[src/rtl/bcdss_pkg.sv]
package bcdss_pkg;

    localparam logic [1:0] ACT_LOAD  = 2'd0;
    localparam logic [1:0] ACT_TICK  = 2'd1;
    localparam logic [1:0] ACT_BLANK = 2'd2;

    localparam logic [3:0] MINUS_CODE = 4'hF;
    localparam logic [7:0] SEG_MINUS  = 8'b0100_0000;
    localparam logic [7:0] SEG_OFF    = 8'b0000_0000;
    localparam logic [3:0] EN_ALL_OFF = 4'hF;

    // status and result of the decimal converter
    typedef struct packed {
        logic        busy;
        logic        done;
        logic [15:0] digits;
        logic [1:0]  lead;
    } conv_stat_t;

    function automatic logic [7:0] seg_decode(input logic [3:0] code);
        logic [7:0] seg;
        unique case (code)
            4'd0:       seg = 8'b0011_1111;
            4'd1:       seg = 8'b0000_0110;
            4'd2:       seg = 8'b0101_1011;
            4'd3:       seg = 8'b0100_1111;
            4'd4:       seg = 8'b0110_0110;
            4'd5:       seg = 8'b0110_1101;
            4'd6:       seg = 8'b0111_1101;
            4'd7:       seg = 8'b0000_0111;
            4'd8:       seg = 8'b0111_1111;
            4'd9:       seg = 8'b0110_1111;
            MINUS_CODE: seg = SEG_MINUS;
            default:    seg = SEG_OFF;
        endcase
        return seg;
    endfunction

endpackage

[src/rtl/bcdss_dabble.sv]
module bcdss_dabble
    import bcdss_pkg::*;
(
    input  logic        clk,
    input  logic        rst_n,
    input  logic        start,
    input  logic [15:0] value,
    output conv_stat_t  stat
);

    localparam int          NBITS    = 16;
    localparam logic [3:0]  LAST_CNT = 4'(NBITS - 1);

    logic        run_reg;
    logic        fin_reg;
    logic [3:0]  cnt_reg;
    logic [15:0] mag_reg;
    logic [15:0] bcd_reg;
    logic        neg_reg;

    logic [15:0] bcd_adj;
    logic [15:0] mag_in;
    logic [3:0]  thou;
    logic        z0;
    logic        z1;
    logic        z2;

    function automatic logic [3:0] add3(input logic [3:0] n);
        return (n >= 4'd5) ? 4'(n + 4'd3) : n;
    endfunction

    assign mag_in = value[15] ? 16'(~value + 16'd1) : value;

    always_comb
    begin
        for (int k = 0; k < 4; k++)
        begin
            bcd_adj[k*4 +: 4] = add3(bcd_reg[k*4 +: 4]);
        end
    end

    always_ff @(posedge clk or negedge rst_n)
    begin
        if (!rst_n)
        begin
            run_reg <= 1'b0;
            fin_reg <= 1'b0;
            cnt_reg <= '0;
        end
        else
        begin
            fin_reg <= 1'b0;
            if (start)
            begin
                run_reg <= 1'b1;
                cnt_reg <= '0;
            end
            else if (run_reg)
            begin
                cnt_reg <= 4'(cnt_reg + 4'd1);
                if (cnt_reg == LAST_CNT)
                begin
                    run_reg <= 1'b0;
                    fin_reg <= 1'b1;
                end
            end
        end
    end

    // shift-add-3, one magnitude bit per cycle; carries out of the
    // thousands digit are dropped, which leaves the value modulo 10000
    always_ff @(posedge clk)
    begin
        if (start)
        begin
            mag_reg <= mag_in;
            neg_reg <= value[15];
            bcd_reg <= '0;
        end
        else if (run_reg)
        begin
            bcd_reg <= {bcd_adj[14:0], mag_reg[15]};
            mag_reg <= {mag_reg[14:0], 1'b0};
        end
    end

    assign thou = neg_reg ? MINUS_CODE : bcd_reg[15:12];
    assign z0   = (thou == 4'd0);
    assign z1   = (bcd_reg[11:8] == 4'd0);
    assign z2   = (bcd_reg[7:4] == 4'd0);

    assign stat.busy   = run_reg | fin_reg;
    assign stat.done   = fin_reg;
    assign stat.digits = {bcd_reg[3:0], bcd_reg[7:4], bcd_reg[11:8], thou};
    assign stat.lead   = !z0 ? 2'd0 : (!z1 ? 2'd1 : (!z2 ? 2'd2 : 2'd3));

endmodule

[src/rtl/bcd_seven_segment_scan_driver_unit.sv]
// Four-digit multiplexed seven-segment driver. tuser selects the action:
// load converts the signed tdata value (magnitude modulo 10000, minus sign in
// the thousands place) with a shift-add-3 converter that takes one magnitude
// bit per cycle, and a load result enters the output register when it is done;
// scan ticks and blank items produce their result in the cycle after transfer.
// One item is in work at a time, and the input is held off while a result
// sits unaccepted in the output register. Position 0 is the thousands digit,
// digit_enable is active low, and blank_leading_zeros is read at each tick.
module bcd_seven_segment_scan_driver_unit
    import bcdss_pkg::*;
(
    input  logic        clk,
    input  logic        rst_n,
    input  logic        s_tvalid,
    output logic        s_tready,
    input  logic [15:0] s_tdata,   // [15:0] value
    input  logic [1:0]  s_tuser,   // [1:0] action
    output logic        m_tvalid,
    input  logic        m_tready,
    output logic [31:0] m_tdata,   // [7:0] segments, [11:8] digit_enable,
                                   // [27:12] digit_code, [31:28] zero
    input  logic        cfg_valid,
    output logic        cfg_ready,
    input  logic        cfg_data
);

    conv_stat_t  conv;

    logic        blz_reg;
    logic [15:0] store_reg;
    logic [1:0]  first_reg;
    logic [1:0]  pos_reg;
    logic        active_reg;
    logic        mval_reg;
    logic [7:0]  seg_reg;
    logic [3:0]  en_reg;
    logic [15:0] code_reg;

    logic        take;
    logic        is_load;
    logic        is_tick;
    logic [1:0]  start_pos;
    logic [1:0]  pos_next;
    logic [3:0]  tick_digit;

    assign cfg_ready = 1'b1;
    assign s_tready  = !conv.busy && (!mval_reg || m_tready);
    assign take      = s_tvalid && s_tready;
    assign is_load   = (s_tuser == ACT_LOAD);
    assign is_tick   = (s_tuser == ACT_TICK);

    assign start_pos = blz_reg ? first_reg : 2'd0;

    always_comb
    begin
        if (!active_reg || pos_reg == 2'd3 || pos_reg < start_pos)
        begin
            pos_next = start_pos;
        end
        else
        begin
            pos_next = 2'(pos_reg + 2'd1);
        end
    end

    always_comb
    begin
        unique case (pos_next)
            2'd0:    tick_digit = store_reg[3:0];
            2'd1:    tick_digit = store_reg[7:4];
            2'd2:    tick_digit = store_reg[11:8];
            default: tick_digit = store_reg[15:12];
        endcase
    end

    bcdss_dabble u_dabble (
        .clk   (clk),
        .rst_n (rst_n),
        .start (take && is_load),
        .value (s_tdata),
        .stat  (conv)
    );

    always_ff @(posedge clk or negedge rst_n)
    begin
        if (!rst_n)
        begin
            blz_reg    <= 1'b0;
            store_reg  <= '0;
            first_reg  <= '0;
            pos_reg    <= '0;
            active_reg <= 1'b0;
            mval_reg   <= 1'b0;
        end
        else
        begin
            if (cfg_valid && cfg_ready)
            begin
                blz_reg <= cfg_data;
            end
            if (conv.done)
            begin
                store_reg <= conv.digits;
                first_reg <= conv.lead;
            end
            if (take)
            begin
                active_reg <= is_tick;
                if (is_tick)
                begin
                    pos_reg <= pos_next;
                end
            end
            // result for a tick or blank lands now; a load waits for the converter
            priority if (conv.done || (take && !is_load))
            begin
                mval_reg <= 1'b1;
            end
            else if (m_tready)
            begin
                mval_reg <= 1'b0;
            end
            else
            begin
                mval_reg <= mval_reg;
            end
        end
    end

    always_ff @(posedge clk)
    begin
        if (conv.done)
        begin
            seg_reg  <= SEG_OFF;
            en_reg   <= EN_ALL_OFF;
            code_reg <= conv.digits;
        end
        else if (take && !is_load)
        begin
            code_reg <= store_reg;
            if (is_tick)
            begin
                seg_reg <= seg_decode(tick_digit);
                en_reg  <= EN_ALL_OFF ^ (4'd1 << pos_next);
            end
            else
            begin
                seg_reg <= SEG_OFF;
                en_reg  <= EN_ALL_OFF;
            end
        end
    end

    assign m_tvalid = mval_reg;
    assign m_tdata  = {4'd0, code_reg, en_reg, seg_reg};

    a_busy_blocks_input: assert property (@(posedge clk) disable iff (!rst_n)
        conv.busy |-> !s_tready)
        else $error("input accepted while the converter is busy");

    a_done_out_empty: assert property (@(posedge clk) disable iff (!rst_n)
        conv.done |-> !mval_reg)
        else $error("conversion finished with the output register occupied");

    a_done_gives_result: assert property (@(posedge clk) disable iff (!rst_n)
        conv.done |=> (mval_reg && en_reg == EN_ALL_OFF && code_reg == store_reg))
        else $error("load result missing or wrong after conversion");

    a_one_digit_lit: assert property (@(posedge clk) disable iff (!rst_n)
        mval_reg |-> $onehot0(~en_reg))
        else $error("more than one digit enabled");

    a_tick_activates: assert property (@(posedge clk) disable iff (!rst_n)
        (take && is_tick) |=> (active_reg && en_reg != EN_ALL_OFF))
        else $error("scan tick did not light a digit");

endmodule

[config.mk]
export PLATFORM = sky130hd
export DESIGN_NAME = bcd_seven_segment_scan_driver_unit
export DESIGN_NICKNAME = d
export VERILOG_FILES = /design/src/rtl/bcdss_pkg.sv /design/src/rtl/bcdss_dabble.sv /design/src/rtl/bcd_seven_segment_scan_driver_unit.sv
export SDC_FILE = /design/constraint.sdc
export NUM_CORES = 1
export LEC_CHECK = 0
export ABC_AREA = 1
export CAP_MARGIN = 20
export CORE_ASPECT_RATIO = 1.75
export CORE_MARGIN = 1.5
export CORE_UTILIZATION = 40
export CTS_CLUSTER_SIZE = 40
export DETAILED_ROUTE_END_ITERATION = 12
export DONT_BUFFER_PORTS = 1
export HOLD_SLACK_MARGIN = 0.02
export MAX_ROUTING_LAYER = met4
export PLACE_DENSITY_LB_ADDON = 0.25
export SYNTH_ARGS = -nofsm -noshare
export SYNTH_HDL_FRONTEND = slang
export SYNTH_SLANG_ARGS = --single-unit
export TNS_END_PERCENT = 30
[constraint.sdc]
create_clock -name clk -period 2.5 [get_ports clk]
set_clock_uncertainty 0.1 [all_clocks]
set_input_delay 0.5 -clock clk [delete_from_list [all_inputs] [get_ports clk]]
set_output_delay 0.5 -clock clk [all_outputs]
set_load 0.05 [all_outputs]
After elaboration in Yosys (flattened, before gate mapping)
Memories as Yosys holds them, arrays and structs flattened.
Index checks and enable logic that the tools add are counted.
{"block": "totals", "regBits": 90, "latchBits": 0, "ramBits": 0, "romBits": 112, "in_bits": 24, "output_inout_bits": 35, "word_cells": 86, "mem_count": 1}
{"name": "(name not given)", "words": 16, "word_bits": 7, "read_ports": 1, "rd_ports_with_merged_regs": 0, "wr": 0, "line": "bcdss_pkg.sv:22", "rtl": "unique case (code)"}
{"block": "op_classes", "addsub": 7, "multipliers": 0, "n_div": 0, "order_cmp": 5, "n_eq_ne": 5, "shift": 1, "mux": 28, "bitwise_logic": 3, "n_reduce_logical": 21}
{"cell": "16-bit two-way mux", "count": 5}
{"cell": "4-bit two-way mux", "count": 7}
{"cell": "16-bit by 1-bit adder with 16-bit output, second input constant", "count": 1}
{"cell": "4-bit by 3-bit greater-or-equal comparator with 1-bit output, second input constant", "count": 4}
{"cell": "16-bit NOT", "count": 1}
{"cell": "4-bit by 2-bit adder with 4-bit output, second input constant", "count": 3}
{"cell": "4-bit zero test", "count": 3}
{"cell": "4-bit one-hot mux with 3 select lines", "count": 1}
{"cell": "1-bit two-way mux", "count": 9}
{"cell": "2-bit two-way mux", "count": 4}
{"cell": "8-bit two-way mux", "count": 1}
{"cell": "2-bit nonzero test", "count": 3}
{"cell": "4-bit by 1-bit adder with 4-bit output, second input constant", "count": 1}
{"cell": "2-bit by 1-bit == test with 1-bit output, second input constant", "count": 2}
{"cell": "2-bit == test, second input constant", "count": 2}
{"cell": "4-bit == test, second input constant", "count": 1}
{"cell": "1-bit logical AND", "count": 4}
{"cell": "1-bit zero test", "count": 4}
{"cell": "2-bit zero test", "count": 2}
{"cell": "1-bit logical OR", "count": 4}
{"cell": "4-bit NOT", "count": 1}
{"cell": "1-bit by 2-bit << shifter with 4-bit output, first input constant", "count": 1}
{"cell": "3-bit by 2-bit adder with 3-bit output, second input constant", "count": 1}
{"cell": "3-bit two-way mux", "count": 1}
{"cell": "4 further kinds", "count": 4}

Longest topological paths before layout
Gate-level depths: netlist (run 1).
An unclocked memory read counts as a cell.
{"block": "logic_depth", "depth_word": 8, "ltp_mapped": 19, "mapped_depth_nobuf": 19}

Modules after synthesis
A second synthesis (run 1) with hierarchy kept.
{"block": "unflattened", "cells_unflattened": 583, "area_unflattened_um2": 4833.4}
{"mod": "bcdss_dabble", "instances": 1, "cells_each": 324, "area_per_inst_um2": 2431.1, "seq_area_each_um2": 980.9}
{"mod": "bcd_seven_segment_scan_driver_unit", "instances": 1, "cells_each": 259, "area_per_inst_um2": 2402.3, "seq_area_each_um2": 1276.2}

Worst setup path before layout (run 1)
OpenSTA, ideal clock, no wires.
{"block": "synth_path", "kind": "reg2reg", "start": "reg mval_reg, in the netlist m_tvalid", "end": "reg code_reg[0] (enable)", "setup_ns": 0.373, "arrival_ns": 2.271, "required_ns": 2.027, "setup_slack_ns": -0.244, "stages_incl_launch_ff": 8, "n_path_buf": 0, "period_less_slack_ns": 2.744, "path_cell_list": "dfrtp_1 -> inv_1 -> o21ai_0 -> nor2_1 -> nand2_1 -> a21oi_1 -> nor2_2 -> inv_1"}
{"block": "synth_via", "elab_chain_cells": 6}
{"element": "start: declaration", "line": "bcd_seven_segment_scan_driver_unit.sv:34", "rtl": "logic mval_reg;"}
{"element": "start signal: assignment", "line": "bcd_seven_segment_scan_driver_unit.sv:125", "rtl": "mval_reg <= mval_reg;"}
{"element": "1-bit zero test", "line": "bcd_seven_segment_scan_driver_unit.sv:47", "rtl": "assign s_tready = !conv.busy && (!mval_reg || m_tready);"}
{"element": "1-bit logical OR", "line": "bcd_seven_segment_scan_driver_unit.sv:47"}
{"element": "1-bit logical AND", "line": "bcd_seven_segment_scan_driver_unit.sv:47"}
{"element": "net s_tready", "line": "bcd_seven_segment_scan_driver_unit.sv:15", "rtl": "output logic s_tready,"}
{"element": "1-bit logical AND", "line": "bcd_seven_segment_scan_driver_unit.sv:48", "rtl": "assign take = s_tvalid && s_tready;"}
{"element": "1-bit logical AND", "line": "bcd_seven_segment_scan_driver_unit.sv:138", "rtl": "else if (take && !is_load)"}
{"element": "2-bit nonzero test (no line)"}
{"element": "end signal: assignment", "line": "bcd_seven_segment_scan_driver_unit.sv:136", "rtl": "code_reg <= conv.digits;"}
{"element": "end signal: assignment", "line": "bcd_seven_segment_scan_driver_unit.sv:140", "rtl": "code_reg <= store_reg;"}
{"element": "end: declaration", "line": "bcd_seven_segment_scan_driver_unit.sv:37", "rtl": "logic [15:0] code_reg;"}
The timed path passes the listed nets, and every way through them passes these cells.
A chain may end at the register's enable or synchronous reset.

Worst setup path in the final report (run 1)
{"block": "layout_path", "start": "reg first_reg[1]", "end": "reg seg_reg[3]"}
{"block": "layout_via", "elab_chain_cells": 8, "word_cells_on_any_way": 10, "classes_between": "order compare: 1; eq/ne: 2; mux: 4; reduce/logical: 2; memory: 1"}
{"element": "start: declaration", "line": "bcd_seven_segment_scan_driver_unit.sv:31", "rtl": "logic [1:0] first_reg;"}
{"element": "start signal: assignment", "line": "bcd_seven_segment_scan_driver_unit.sv:104", "rtl": "first_reg <= conv.lead;"}
{"element": "2-bit two-way mux (*)", "line": "bcd_seven_segment_scan_driver_unit.sv:52", "rtl": "assign start_pos = blz_reg ? first_reg : 2'd0;"}
{"element": "2-bit less-than comparator", "line": "bcd_seven_segment_scan_driver_unit.sv:56", "rtl": "if (!active_reg || pos_reg == 2'd3 || pos_reg < start_pos)"}
{"element": "1-bit logical OR", "line": "bcd_seven_segment_scan_driver_unit.sv:56"}
{"element": "2-bit two-way mux (*)", "line": "bcd_seven_segment_scan_driver_unit.sv:56"}
{"element": "2-bit == test (tied with other cells)", "line": "bcd_seven_segment_scan_driver_unit.sv:68", "rtl": "unique case (pos_next)"}
{"element": "4-bit one-hot mux with 3 select lines (*)", "line": "bcd_seven_segment_scan_driver_unit.sv:68"}
{"element": "memory 16 x 7 bit (*)"}
{"element": "8-bit two-way mux (*)", "line": "bcd_seven_segment_scan_driver_unit.sv:141", "rtl": "if (is_tick)"}
{"element": "end signal: assignment", "line": "bcd_seven_segment_scan_driver_unit.sv:143", "rtl": "seg_reg <= seg_decode(tick_digit);"}
{"element": "end: declaration", "line": "bcd_seven_segment_scan_driver_unit.sv:35", "rtl": "logic [7:0] seg_reg;"}
Mark *: on every way between the ends. The rest lies on a longest branch, timed or not.

==> results of run 1 <==
[stage by stage]
stage	setup TNS [ns]	std cells
global route	-0.02548	645
detailed placement	0	626
CTS	0	644
floorplan	0	500
global placement	0	626
finish	0	645
[final cells by class]
class / instances / area (um^2)
fillers: 1074 / 5801
flip-flops and latches: 89 / 2257
multi-input cells: 335 / 1899
clock buffers: 9 / 225.2
inverters: 58 / 217.7
well taps: 130 / 162.7
repair buffers: 17 / 142.6
clock inverters: 7 / 55.05
[layer usage]
metal | vias up | wire, um | global-route usage
met3 | 16 | 313 | 0.03974
met1 | 1547 | 3418 | 0.1732
met5 | - | 0 | -
met4 | 0 | 243 | 0.07632
met2 | 64 | 5425 | 0.3398
li1 | 1661 | - | -
[worst register-to-register path, delay by kind of cell, from the launching register on]
kind / cells / cell delay [ns]
adders and majority gates: 2 / 0.62
DFF: 1 / 0.37
and+or+nand+nor: 12 / 1.22
[synthesized netlist by cell type (3+ instances only)]
library cell / n
dfxtp_1: 27
edfxtp_1: 33
buf_4: 6
o22ai_1: 5
nand3b_1: 3
a21oi_1: 6
nand2_2: 7
nor2_4: 3
nand2_4: 8
dfrtp_1: 29
nand3_1: 38
ha_1: 18
nand3_2: 4
buf_2: 5
o21ai_0: 57
a31oi_1: 4
xor2_1: 18
nor2_1: 31
inv_1: 54
nand2_1: 100
nor3_1: 5
clkbuf_1: 7
nand4_1: 3
[power breakdown]
| part | switching, mW | internal [mW] |
|---|---|---|
| Sequential | 0.713 | 2.18 |
| Clock | 0.576 | 0.682 |
| Combinational | 1.72 | 0.938 |
[worst min path at each step]
stage	endpoint	slack [ns]	cells past startpoint
4_1_cts	u_dabble.neg_reg	0.14	0
5_1_grt	u_dabble.neg_reg	0.14	0
3_3_place_gp	store_reg[14]	0.11	0
2_1_floorplan	active_reg	0.10	0
6_report	u_dabble.neg_reg	0.15	0
3_5_place_dp	store_reg[14]	0.11	0
[logic make-up after synthesis]
| logic type | Yosys count | share of synthesized area |
|---|---|---|
| and+or+nand+nor | 209 | 0.2274 |
| DFF | 89 | 0.5077 |
| AOI/OAI and AO/OA | 81 | 0.09991 |
| buffers and inverters | 76 | 0.07064 |
| xor gates and xnor gates | 20 | 0.03940 |
| adders and majority gates | 18 | 0.05066 |
| other | 2 | 0.001689 |
| muxes | 1 | 0.002533 |
[what timing repair did]
action                                 4_1_cts  5_1_grt
endpoints found under the hold margin       29        0
gates resized for setup                      0        3
setup endpoints to repair                    0        6
hold buffers                                 2        0
buffers inserted                             0        1
==> qor.csv, run 1 <==
metric,value,unit
worst hold path startpoint,s_tdata[15],
die width,82.69,um
Routed wire per std cell,14.57,um
GP Congestion,0.8744,
worst-path fanout max,9,
Avg Vias per Cell,5.098,
post-route setup slack,0.1395,ns
Core ar.,10760,um^2
Post-Synthesis Cells,496,
Initial Util,0.4131,
CP required,2.69,ns
RSZ-0062 raised after global routing,true,
clock sink total,89,
worst setup path end,seg_reg[3],
Critical path origin,first_reg[1],
pre-CTS setup slack,0.05543,ns
row cnt,50,
largest cells by area after synthesis,"edfxtp_1 (22%), dfrtp_1 (16%), dfxtp_1 (12%), nand2_1 (8.4%), o21ai_0 (6.4%)",
Pre-antenna DRT Iters,5,
Post-synth EDFFs,33,
Placement Cell Area,4634,um^2
Slew Limit Fails,0,
Setup crit end kind,register,
Static Leak,2.203,nW
layout net count,552,
cell depth of the worst setup path,14,
Ports,59,
layout cells sized above 1,0.1301,
"most common cell after layout, fill and taps aside",nand2_1,
antenna violations before repair,0,
worst stage delay on the critical path,0.37,ns
Die ar.,11780,um^2
r2r setup slk,0.14,ns
register area share after synthesis,0.5077,
antenna cells,0,
hpwl dp,7.352,mm
crit path launch type,register,
antenna-violating nets left,0,
Rel. slew slack,0.6493,
CTS H-Tree Depth,3,
#FFs+latches synth,89,
fin crit share,0.9442,
cell area after synthesis,4446,um^2
reg2reg end,seg_reg[3],
DR DRC count,0,
Post-synth ARST share,0.3258,
Max Cap Viol,0,
status,finished clean,
Worst path slowest cell,dfrtp_1,
vias in the first global route,3323,
CTS tree,done,
kind of critical path,reg -> reg,
most frequent cells in the layout,"nand2_1 (98), o21ai_0 (57), inv_1 (54), nand3_1 (38), edfxtp_1 (33)",
Hold WS,0.1524,ns
"Reg clk slew, reported paths",0.07,ns
Layout area overhead,11.57,%
Buf/Inv on CP,0,
Die Height,142.5,um
clk buf depth,2,
Crit path max-delay family,simple AND/OR/NAND/NOR gates,
Setup Viol. Count Final,0,
initial DRC count,163,
Fmax achieved,423.6,MHz
Peak VDD IR,805.9,uV
I/O Buffers,0,
cell taking the most area after synthesis,edfxtp_1,
"wirelength, routed",9.400,mm
Final Util,0.4609,
Worst EP arrival,2.55,ns
Worst Tran Pin Value,0.5253,ns
min-delay worst type,in -> reg,
worst-skew pair later-pin latency,0.34,ns
"Hold Vio Cnt, Final",0,
via count,3288,
Synth top area share,0.2229,
Total GRT Usage,0.1827,
Yosys cell types,40,
"Remaining Overflow, GRT",0,
Reg2Reg Depth,14,
Synth Area per Inst,8.963,um^2
reg-to-reg startpoint,first_reg[1],
fin area,4960,um^2
yosys warns,0,
"Top FF cell, synth",edfxtp_1,
"Min Clock Period, post-route",2.361,ns
Tot Pwr,6.807,mW
first-pass GRT wire length,15.57,mm
P per Cell Area,1372,nW/um^2
Num CTS Buffers,9,
cells along the critical path,nand2_2 > ha_1 > nand2_2 > nand2_4 > nand2_4 > nand2_2 > nand2_4 > nand3_1 > nand4_1 > ha_1 > nand3b_1 > nand3_1 > nand3_1 > nand2_1,
largest net degree at the start of global routing,30,
Root Buffer,clkbuf_16,
(Power assumes the default switching activity.)
==> run 2, diff against run 1 <==
--- a/config.mk
+++ b/config.mk
@@ -9,7 +9,7 @@
 export CAP_MARGIN = 20
 export CORE_ASPECT_RATIO = 1.75
 export CORE_MARGIN = 1.5
-export CORE_UTILIZATION = 40
+export CORE_UTILIZATION = 60
 export CTS_CLUSTER_SIZE = 40
 export DETAILED_ROUTE_END_ITERATION = 12
 export DONT_BUFFER_PORTS = 1
==> constraint.sdc (replaced) <==
create_clock -name clk -period 2.2 [get_ports clk]
set_clock_uncertainty 0.1 [all_clocks]
set_input_delay 0.44 -clock clk [delete_from_list [all_inputs] [get_ports clk]]
set_output_delay 0.44 -clock clk [all_outputs]
set_load 0.05 [all_outputs]
==> run 2 against run 1 <==
Compared with the run above: the run now ends with setup timing left; design area rose by 3.8%; first-iteration DRC count is 3.1% higher; power grew 22%; fmax up 1.8%; non-clock buffer count up 12; sequential share of layout area down 1.6 points; die area decreased by 32%; register-to-register slack worse by 0.26 ns; flip-flop and latch count is the same; critical path depth is 1 higher; via count up 2.9%; routed wire length down 1.7%; critical endpoint is now seg_reg[1].
==> qor.csv, run 2 (same netlist as run 1, synthesis figures left out) <==
metric,value,unit
layout cells sized above 1,0.1765,
post-route setup slack,-0.1193,ns
hpwl dp,6.914,mm
"Min Clock Period, post-route",2.319,ns
Layout area overhead,15.85,%
"Remaining Overflow, GRT",0,
Setup crit end kind,register,
crit path launch type,register,
antenna cells,0,
"Hold Vio Cnt, Final",0,
I/O Buffers,0,
Core ar.,7182,um^2
Ports,59,
Slew Limit Fails,0,
Worst EP arrival,2.45,ns
Peak VDD IR,809.5,uV
clk buf depth,2,
Die ar.,7954,um^2
CTS tree,done,
fin area,5150,um^2
antenna violations before repair,0,
die width,68.07,um
Placement Cell Area,4692,um^2
antenna-violating nets left,0,
pre-CTS setup slack,-0.1222,ns
worst-skew pair later-pin latency,0.34,ns
row cnt,41,
first-pass GRT wire length,15.24,mm
Internal,4.772,mW
Routed wire per std cell,15.07,um
CP required,2.33,ns
DR DRC count,0,
reg-to-reg startpoint,pos_reg[1],
GP Congestion,0.8242,
Critical path origin,pos_reg[1],
P per Cell Area,1616,nW/um^2
Worst Tran Pin Value,0.5229,ns
r2r setup slk,-0.12,ns
RSZ-0062 raised after global routing,true,
most frequent cells in the layout,"nand2_1 (95), o21ai_0 (56), inv_1 (52), nand3_1 (33), edfxtp_1 (33)",
Static Leak,2.284,nW
CTS H-Tree Depth,3,
fin crit share,1.054,
min-delay worst type,in -> reg,
Initial Util,0.6190,
clock sink total,89,
initial DRC count,168,
Fmax achieved,431.2,MHz
worst setup path end,seg_reg[1],
Comb pwr share,0.411,
Max Cap Viol,0,
Seq pwr share,0.394,
vias in the first global route,3390,
Rel. slew slack,0.6509,
Sw Ratio,0.4266,
Num CTS Buffers,9,
largest net degree at the start of global routing,30,
sw power,3.551,mW
Total GRT Usage,0.2684,
failing checks,setup timing,
Setup Viol. Count Final,7,
Clk network pwr share,0.195,
via count,3382,
status,"finished, violations left",
Reg2Reg Depth,15,
layout net count,564,
worst-path fanout max,7,
kind of critical path,reg -> reg,
reg2reg end,seg_reg[1],
Die Height,116.9,um
Pre-antenna DRT Iters,6,
Root Buffer,clkbuf_16,
"wirelength, routed",9.236,mm
"Reg clk slew, reported paths",0.06,ns
Avg Vias per Cell,5.517,
"most common cell after layout, fill and taps aside",nand2_1,
==> run 2: cell count changes in the layout (fill, tap and decap cells not counted), moves of 3 or more <==
cell and delta:
buf_4 +11, clkinv_4 -3, nand2_1 -3, nand3_1 -5
nand3_2 +3
==> run 2: worst max-delay path, stage by stage, from the launching register on <==
cell	delay [ns]
dfrtp_2	0.44
ha_4	0.26
nand2_4	0.07
nand2_4	0.08
nand2_4	0.10
nand2_4	0.08
nand2_8	0.10
nand2_2	0.05
nand2_1	0.07
nand2_1	0.07
nand2_2	0.08
nand2_4	0.06
ha_1	0.27
nand3b_1	0.19
nand3_1	0.12
nand2_1	0.06
==> run 2: per-stage QoR <==
step	std cells	TNS, ns	utilization	total power, mW	hold WS [ns]
after floorplan	500	-0.003747	-	5.537	0.04441
after global placement	593	-0.0007194	0.6533	6.289	0.04491
after detailed placement	593	-0.4778	0.6533	6.454	0.04478
after CTS	613	-0.3665	0.7127	8.273	0.07904
after global routing	613	-1.471	0.7171	8.927	0.07882
final	613	-0.5094	0.7171	8.323	0.08660
==> run 2: cell type report <==
cell class                      instances  area [um^2]
Tap cell                               86        107.6
Sequential cell                        89         2260
Fill cell                             533         2032
Multi-Input combinational cell        335         1996
Inverter                               58        221.5
Clock inverter                          6        81.33
Clock buffer                           10        239.0
Timing Repair Buffer                   29        245.2
==> run 2: power by group through the flow <==
stage / combinational (mW) / sequential, mW / clock, mW
after detailed placement: 3.16 / 3.29 / 0
after global placement: 3.02 / 3.27 / 0
after floorplan: 2.32 / 3.21 / 0
final: 3.42 / 3.28 / 1.63
after global routing: 3.84 / 3.36 / 1.72
after CTS: 3.35 / 3.28 / 1.65
==> run 2: worst min path at each step <==
stage / start / end / depth (start not counted)
2_1_floorplan: rst_n / active_reg / 0
3_3_place_gp: rst_n / u_dabble.cnt_reg[3] / 0
3_5_place_dp: rst_n / u_dabble.cnt_reg[2] / 0
4_1_cts: m_tready / m_tvalid / 1
5_1_grt: s_tdata[15] / u_dabble.neg_reg / 0
6_report: m_tready / m_tvalid / 1
==> run 2: timing repair <==
item                                    4_1_cts  5_1_grt
pin swaps                                    10       13
setup buffers                                 2        0
gates resized for setup                      10        9
endpoints found under the setup margin        6        7
hold buffers                                  2        0
endpoints found under the hold margin        29        0
==> run 2: metal layers <==
metal  share of wire  GRT usage  vias up  wire length, um
met1            0.37     0.2505     1602             3376
met3           0.030    0.07075       22              280
li1                -          -     1686                -
met4           0.040     0.1507        0              365
met2            0.56     0.4777       72             5213
met5               0          -        -                0
